<file path="src/rtl/psc_pkg.sv">
package psc_pkg;

  localparam int NUM_SIGS = 7;
  localparam int WIN_DEPTH = 24;
  localparam int POS_W = 13;
  localparam int OFS_W = POS_W + 1;
  localparam int HS_W = 6;
  localparam logic [HS_W-1:0] HS_RESET = HS_W'(14);

  localparam int SCAN_LEN_DEF = 512;
  localparam int WINDOW_LEN_DEF = 32;

  localparam int SIG_URI_RPC = 0;
  localparam int SIG_URI_MAIN = 1;
  localparam int SIG_BEANUTILS = 2;
  localparam int SIG_COLLECTIONS = 3;
  localparam int SIG_JDBC = 4;
  localparam int SIG_ROME = 5;
  localparam int SIG_METHOD_CALL = 6;

  // right-justified text, first character in the highest used byte
  localparam logic [8*WIN_DEPTH-1:0] SIG_TEXT [NUM_SIGS] = '{
    "/webtools/control/xmlrpc",
    "/webtools/control/main",
    "CommonsBeanutils",
    "CommonsCollections",
    "JdbcRowSetImpl",
    "ROME",
    "methodCall"
  };
  localparam int SIG_LEN [NUM_SIGS] = '{24, 22, 16, 18, 14, 4, 10};

  typedef enum logic [2:0] {
    KIND_NONE        = 3'd0,
    KIND_BEANUTILS   = 3'd1,
    KIND_COLLECTIONS = 3'd2,
    KIND_JDBC        = 3'd3,
    KIND_ROME        = 3'd4
  } psc_kind_e;

  typedef struct packed {
    logic [7:0]          data_byte;
    logic                last;
    logic                scan;
    logic [NUM_SIGS-1:0] eligible;
  } psc_item_t;

  typedef struct packed {
    logic      uri_hit;
    psc_kind_e gadget_kind;
    logic      alert;
  } psc_verdict_t;

endpackage

</file>
<file path="src/rtl/psc_matcher.sv">
module psc_matcher (
  input  logic                 clk_i,
  input  logic                 rst_ni,
  input  logic                 step_i,
  input  psc_pkg::psc_item_t   item_i,
  output psc_pkg::psc_verdict_t verdict_o
);

  logic [8*psc_pkg::WIN_DEPTH-1:0] win_q;
  logic [8*psc_pkg::WIN_DEPTH-1:0] win_d;
  logic [psc_pkg::NUM_SIGS-1:0]    found_q;
  logic [psc_pkg::NUM_SIGS-1:0]    found_d;
  logic [psc_pkg::NUM_SIGS-1:0]    hit;

  // newest byte in the lowest byte lane
  assign win_d = {win_q[8*psc_pkg::WIN_DEPTH-9:0], item_i.data_byte};

  for (genvar k = 0; k < psc_pkg::NUM_SIGS; k++) begin : g_sig
    localparam int Len = psc_pkg::SIG_LEN[k];
    assign hit[k] = item_i.scan && item_i.eligible[k]
                    && (win_d[8*Len-1:0] == psc_pkg::SIG_TEXT[k][8*Len-1:0]);
  end

  assign found_d = found_q | hit;

  always_comb begin
    verdict_o.uri_hit = found_d[psc_pkg::SIG_URI_RPC] | found_d[psc_pkg::SIG_URI_MAIN];
    if (found_d[psc_pkg::SIG_BEANUTILS]) begin
      verdict_o.gadget_kind = psc_pkg::KIND_BEANUTILS;
    end else if (found_d[psc_pkg::SIG_COLLECTIONS]) begin
      verdict_o.gadget_kind = psc_pkg::KIND_COLLECTIONS;
    end else if (found_d[psc_pkg::SIG_JDBC]) begin
      verdict_o.gadget_kind = psc_pkg::KIND_JDBC;
    end else if (found_d[psc_pkg::SIG_ROME] && found_d[psc_pkg::SIG_METHOD_CALL]) begin
      verdict_o.gadget_kind = psc_pkg::KIND_ROME;
    end else begin
      verdict_o.gadget_kind = psc_pkg::KIND_NONE;
    end
    verdict_o.alert = verdict_o.uri_hit && (verdict_o.gadget_kind != psc_pkg::KIND_NONE);
  end

  // stale window bytes are never compared: eligibility needs the whole match in payload
  always_ff @(posedge clk_i) begin
    if (step_i && item_i.scan) begin
      win_q <= win_d;
    end
  end

  always_ff @(posedge clk_i or negedge rst_ni) begin
    if (!rst_ni) begin
      found_q <= '0;
    end else if (step_i) begin
      if (item_i.last) begin
        found_q <= '0;
      end else begin
        found_q <= found_d;
      end
    end
  end

endmodule

</file>
<file path="src/rtl/packet_signature_classifier.sv">
// packet signature classifier
// input stream: one packet byte per transfer in s_axis_tdata_i, s_axis_tlast_i on the
// final byte of the packet. the first header_skip bytes are skipped, then up to
// SCAN_LEN payload bytes are searched for two uri paths and five gadget markers.
// output stream: one verdict transfer per packet, issued after its last byte.
// header_skip is written through cfg_we_i / cfg_wdata_i; the user must do so only
// while the block is idle, which the block does not enforce. throughput: one byte
// per cycle unless a waiting verdict holds the input side; the comparator bank
// checks every pattern against the window while the byte sits in the input register.
// a verdict is registered in the output register, which drives m_axis_tvalid_o.
// reset clears the byte position, the found flags, both pipeline stages and
// sets header_skip to 14; s_axis_tready_o is high as soon as reset is released.
// when the receiver stalls, the verdict waits in the output register; bytes of
// the next packet keep flowing until its own last byte reaches the input register,
// which then holds the input side until the waiting verdict is taken.
module packet_signature_classifier #(
  parameter int SCAN_LEN   = psc_pkg::SCAN_LEN_DEF,
  parameter int WINDOW_LEN = psc_pkg::WINDOW_LEN_DEF
) (
  input  logic                      clk_i,
  input  logic                      rst_ni,
  input  logic                      s_axis_tvalid_i,
  output logic                      s_axis_tready_o,
  input  logic [7:0]                s_axis_tdata_i,   // [7:0] data_byte
  input  logic                      s_axis_tlast_i,
  output logic                      m_axis_tvalid_o,
  input  logic                      m_axis_tready_i,
  output logic [7:0]                m_axis_tdata_o,   // [0] alert, [3:1] gadget_kind,
                                                      // [4] uri_hit, [7:5] zero
  input  logic                      cfg_we_i,
  input  logic [psc_pkg::HS_W-1:0]  cfg_wdata_i
);

  localparam int OfsW = psc_pkg::OFS_W;
  localparam logic [OfsW-1:0] ScanLim = OfsW'(SCAN_LEN);

  logic [psc_pkg::HS_W-1:0]  hs_q;
  logic [psc_pkg::POS_W-1:0] pos_q;
  logic                      in_fire;
  logic                      in_payload;
  logic [OfsW-1:0]           ofs;
  psc_pkg::psc_item_t        item_d;
  psc_pkg::psc_item_t        item_a_q;
  logic                      valid_a_q;
  logic                      adv_a;
  psc_pkg::psc_verdict_t     verdict;
  psc_pkg::psc_verdict_t     out_q;
  logic                      out_valid_q;

  assign in_fire    = s_axis_tvalid_i && s_axis_tready_o;
  assign in_payload = pos_q >= psc_pkg::POS_W'(hs_q);
  assign ofs        = OfsW'(pos_q) - OfsW'(hs_q);

  for (genvar k = 0; k < psc_pkg::NUM_SIGS; k++) begin : g_elig
    localparam logic [OfsW-1:0] Lo = OfsW'(psc_pkg::SIG_LEN[k] - 1);
    localparam logic [OfsW-1:0] Hi = OfsW'(SCAN_LEN - WINDOW_LEN + psc_pkg::SIG_LEN[k] - 1);
    assign item_d.eligible[k] = (ofs >= Lo) && (ofs < Hi);
  end

  assign item_d.data_byte = s_axis_tdata_i;
  assign item_d.last      = s_axis_tlast_i;
  assign item_d.scan      = in_payload && (ofs < ScanLim);

  // a last byte moves on only when the output register can take its verdict
  assign adv_a = valid_a_q && (!item_a_q.last || !out_valid_q || m_axis_tready_i);
  assign s_axis_tready_o = !valid_a_q || adv_a;

  always_ff @(posedge clk_i or negedge rst_ni) begin
    if (!rst_ni) begin
      hs_q <= psc_pkg::HS_RESET;
    end else if (cfg_we_i) begin
      hs_q <= cfg_wdata_i;
    end
  end

  always_ff @(posedge clk_i or negedge rst_ni) begin
    if (!rst_ni) begin
      pos_q <= '0;
    end else if (in_fire) begin
      if (s_axis_tlast_i) begin
        pos_q <= '0;
      end else if (pos_q != '1) begin
        pos_q <= pos_q + 1'b1;
      end
    end
  end

  always_ff @(posedge clk_i or negedge rst_ni) begin
    if (!rst_ni) begin
      valid_a_q <= 1'b0;
    end else if (in_fire) begin
      valid_a_q <= 1'b1;
    end else if (adv_a) begin
      valid_a_q <= 1'b0;
    end
  end

  always_ff @(posedge clk_i) begin
    if (in_fire) begin
      item_a_q <= item_d;
    end
  end

  psc_matcher u_matcher (
    .clk_i     (clk_i),
    .rst_ni    (rst_ni),
    .step_i    (adv_a),
    .item_i    (item_a_q),
    .verdict_o (verdict)
  );

  always_ff @(posedge clk_i or negedge rst_ni) begin
    if (!rst_ni) begin
      out_valid_q <= 1'b0;
    end else if (adv_a && item_a_q.last) begin
      out_valid_q <= 1'b1;
    end else if (m_axis_tready_i) begin
      out_valid_q <= 1'b0;
    end
  end

  always_ff @(posedge clk_i) begin
    if (adv_a && item_a_q.last) begin
      out_q <= verdict;
    end
  end

  assign m_axis_tvalid_o = out_valid_q;
  assign m_axis_tdata_o  = {3'b000, out_q.uri_hit, out_q.gadget_kind, out_q.alert};

  a_stall_cause: assert property (@(posedge clk_i) disable iff (!rst_ni)
    !s_axis_tready_o |-> valid_a_q && item_a_q.last && out_valid_q)
    else $error("input stalled without a waiting verdict");

  a_pos_clear: assert property (@(posedge clk_i) disable iff (!rst_ni)
    in_fire && s_axis_tlast_i |=> pos_q == '0)
    else $error("byte position not cleared after last byte");

  a_verdict_src: assert property (@(posedge clk_i) disable iff (!rst_ni)
    $rose(out_valid_q) |-> $past(valid_a_q && item_a_q.last))
    else $error("verdict without a last byte");

  a_alert_cond: assert property (@(posedge clk_i) disable iff (!rst_ni)
    out_valid_q && out_q.alert |-> out_q.uri_hit && out_q.gadget_kind != psc_pkg::KIND_NONE)
    else $error("alert without uri and gadget");

endmodule

</file>
<file path="config.mk">
export PLATFORM = sky130hd
export DESIGN_NAME = packet_signature_classifier
export DESIGN_NICKNAME = d
export VERILOG_FILES = /design/src/rtl/psc_pkg.sv /design/src/rtl/psc_matcher.sv /design/src/rtl/packet_signature_classifier.sv
export SDC_FILE = /design/constraint.sdc
export NUM_CORES = 1
export LEC_CHECK = 0
export BUFFER_PORTS_ARGS = -buffer_cell sky130_fd_sc_hd__buf_2
export CORE_AREA = 2 2 157 159
export DETAILED_ROUTE_END_ITERATION = 8
export DIE_AREA = 0 0 159 161
export PLACE_DENSITY = 0.6
export SYNTH_ARGS = -nofsm -noshare
export SYNTH_HDL_FRONTEND = slang
export SYNTH_SLANG_ARGS = --single-unit
</file>
<file path="constraint.sdc">
create_clock -name clk_i -period 5.8 [get_ports clk_i]
set_input_delay 1.45 -clock clk_i [delete_from_list [all_inputs] [get_ports clk_i]]
set_output_delay 1.45 -clock clk_i [all_outputs]
set_load 0.03 [all_outputs]
</file>
==> flow_metrics.py <==
metrics = {
    "worst_setup_path": {
        "worstSetupPathType": "input pin to output pin",
        "r2r-end": "m_axis_tdata_o[3]$_DFFE_PP_",
        "path_cells": "buf_2 > nand4b_1 > buf_2",
        "endpoint_kind": "output pin",
        "rr_worst_depth": 7,
        "worst-endpoint-required_ns": 4.35,
        "start_kind": "input pin",
        "ff2ff_setup_slack_ns": 2.66,
        "cp_slowest_cell": "nand4b_1",
        "timing.rr.start": "u_matcher.win_q[100]$_DFFE_PP_",
        "arrival_ns": 2.00,
        "critPathMaxStageDelay_ns": 0.22,
        "cpMostUsedCell": "buf_2",
        "crit_path_max_fanout": 4,
    },
    "timing": {
        "hold_viol": 0,
        "fin_crit_sh_pct": 59.5,
        "finalSetupTns_ns": 0,
        "grt_setup_unrepaired": "false",
        "slew_viol_final": 0,
        "min_period_ns": 3.45,
        "slew_headroom_pct": 28.3,
        "setup_viol": 0,
        "tightest_slew_ns": 1.08,
        "fmax_mhz": 290,
        "timing.final.ws_setup_ns": 2.35,
        "clock_skew_ns": 0.0142,
    },
    "clock_network": {
        "clockBufferDepth": 3,
        "cts_tree": "yes",
        "ctsResizeCount": 0,
        "clkSinkCount": 234,
        "cts_setup_buffers": 0,
        "hold_buffers": 0,
        "numCtsBuffers": 24,
        "clock_latency_ns": 0.53,
        "cts_root_buf": "clkbuf_16",
        "clk_pin_slew_ns": 0.06,
        "h-tree-depth": 1,
    },
    "global_route": {
        "antenna_found_initial": 0,
        "grt_pass1_wl_um": 36400,
        "overflow": 0,
        "grt_pass1_vias": 5779,
        "grt_usage_pct": 19.0,
        "grt_max_degree": 81,
    },
    "pwr": {
        "p_leak_nw": 3.51,
        "vdd_drop_max_uv": 225,
        "cellPowerDensity_nw_per_um2": 338,
    },
    "min_path": {
        "holdCritPathClass": "register to register",
        "holdPathEnd": "u_matcher.win_q[71]$_DFFE_PP_",
        "hold_path_depth": 0,
        "min_from": "u_matcher.win_q[63]$_DFFE_PP_",
    },
    "floorplan": {
        "die_y_um": 161,
        "die_area_sq_um": 25600,
        "io_pins": 30,
        "rows": 57,
        "die_w_um": 159,
        "start_util_pct": 39.1,
        "coreArea_sq_um": 24000,
    },
    "cells_and_area": {
        "seqCellArea_sq_um": 6890,
        "drive_gt1_share_pct": 11.1,
        "layoutNonFillerInstCount": 1002,
        "diodes": 0,
        "syn_to_final_growth_pct": 13.6,
        "multi_input_area_sq_um": 2400,
        "nNetsFinal": 689,
        "fill_cells": 2201,
    },
    "yosys": {
        "yosys-top-cells-area": "edfxtp_1 (66%), dfrtp_1 (6.7%), nand4_1 (1.8%)",
        "synth_edf_count": 206,
        "synth_area_per_cell_sq_um": 15.3,
        "syn_area_sq_um": 9380,
        "ys_seq_elements": 234,
        "synth_warnings": 0,
        "yosys.cell_types.count": 60,
        "synth.most_common_cell": "edfxtp_1",
        "synth_largest_area_cell": "edfxtp_1",
        "synthArstFlopShare_pct": 12.0,
        "netlist_instances": 612,
        "netlist.area_leader.share_pct": 66.0,
        "synth_flop_cell": "edfxtp_1",
        "synth.top_cells.by_count": "edfxtp_1 (206), nor2_1 (33), nand2_1 (29), nand4_1 (27), nor3_1 (27)",
        "seq_area_frac_synth_pct": 73.5,
    },
    "route": {
        "drt_wl_total_um": 24400,
        "vias": 5745,
        "drc_errors": 0,
        "ant_nets": 0,
        "firstDrtPassIters": 5,
        "drt-initial-drc-count": 638,
        "via_per_inst": 5.73,
        "drt-wirelength-per-cell_um": 24.3,
    },
    "job": {
        "drv_cap": 0,
    },
    "placement": {
        "routabilityCongestion": 0.922,
        "dp_slack_ns": 2.30,
        "placed_cells": 959,
        "io_buffers": 26,
        "dpl.hpwl_um": 18100,
    },
    "status": {
        "status": "finished clean",
    },
}
[worst max-delay path by stage]
stage,start,end,slack (ns),depth (start not counted)
global placement,m_axis_tready_i,s_axis_tready_o,2.36,3
global route,m_axis_tready_i,s_axis_tready_o,2.31,3
CTS,m_axis_tready_i,s_axis_tready_o,2.35,3
detailed placement,m_axis_tready_i,u_matcher.win_q[30]$_DFFE_PP_,2.30,4
finish,m_axis_tready_i,s_axis_tready_o,2.35,3
floorplan,m_axis_tready_i,u_matcher.win_q[0]$_DFFE_PP_,1.53,2
[metrics by stage]
stage	instance area (sq um)	utilization (%)	power (mW)	hold slack, ns
3_3_place_gp	9920	41.4	2.18	0.428
4_1_cts	10700	44.5	3.63	0.441
6_report	10700	44.5	3.60	0.444
5_1_grt	10700	44.5	3.72	0.455
3_5_place_dp	9920	41.4	2.19	0.426
2_1_floorplan	9390	-	2.11	0.417
[cells in the final DEF, fill, tap and decap left out, types with 8 or more instances in the layout]
cell       instances
edfxtp_1         206
nor2_1            33
nand2_1           29
nand4_1           27
nor3_1            27
buf_2             26
clkbuf_16         25
dfrtp_1           25
nand4b_1          19
o21ai_0           19
nor4_1            18
inv_1             16
nor4b_1           14
nor4bb_1          11
a21oi_1           11
nand3_1           10
nand2b_1           9
nor2b_1            8
or3_1              8
mux2i_1            8
[registers in the layout, summed over array words and instances, names as in the netlist]
signal	cells
u_matcher.found_q	7
hs_q	6
m_axis_tvalid_o	1
u_matcher.win_q	184
valid_a_q	1
pos_q	13
m_axis_tdata_o	5
item_a_q	17
[area by class of cell]
type	count	area share (%)
multi-input cells	355	22.5
inverters	17	0.599
repair buffers	29	1.55
well taps	324	3.80
clock inverters	15	0.939
flip-flops and latches	234	64.7
clock buffers	28	5.98
[routing by layer]
layer | wire (um) | track usage, % | up-vias
met5 | 0 | 0 | -
met2 | 11400 | 30.5 | 247
met4 | 720 | 6.03 | 0
met1 | 10300 | 26.3 | 2900
li1 | - | - | 2551
met3 | 1960 | 3.95 | 47
[worst max-delay path: cells and delay by family]
family	cells	cell delay (ns)
simple gates	1	0.22
buf+inv	2	0.33
[power by group]
group	leakage, nW	switching (mW)	internal (mW)	total, mW
Sequential	2.29	0.0613	1.90	1.96
Clock	0.365	0.625	0.827	1.45
Combinational	0.855	0.119	0.0699	0.189
[cells by family (layout without fill, tap and decap cells)]
kind of cell	after synthesis	after routing	synth area share, %
muxes	9	9	0.974
and+or+nand+nor	268	268	18.4
AOI/OAI and AO/OA	57	57	3.95
buffers and inverters	25	89	1.12
DFF	234	234	73.5
xor gates and xnor gates	10	10	0.934
adders and majority gates	8	8	1.15
other	1	3	0.0400
No activity file was read; power rests on OpenSTA's default activity.
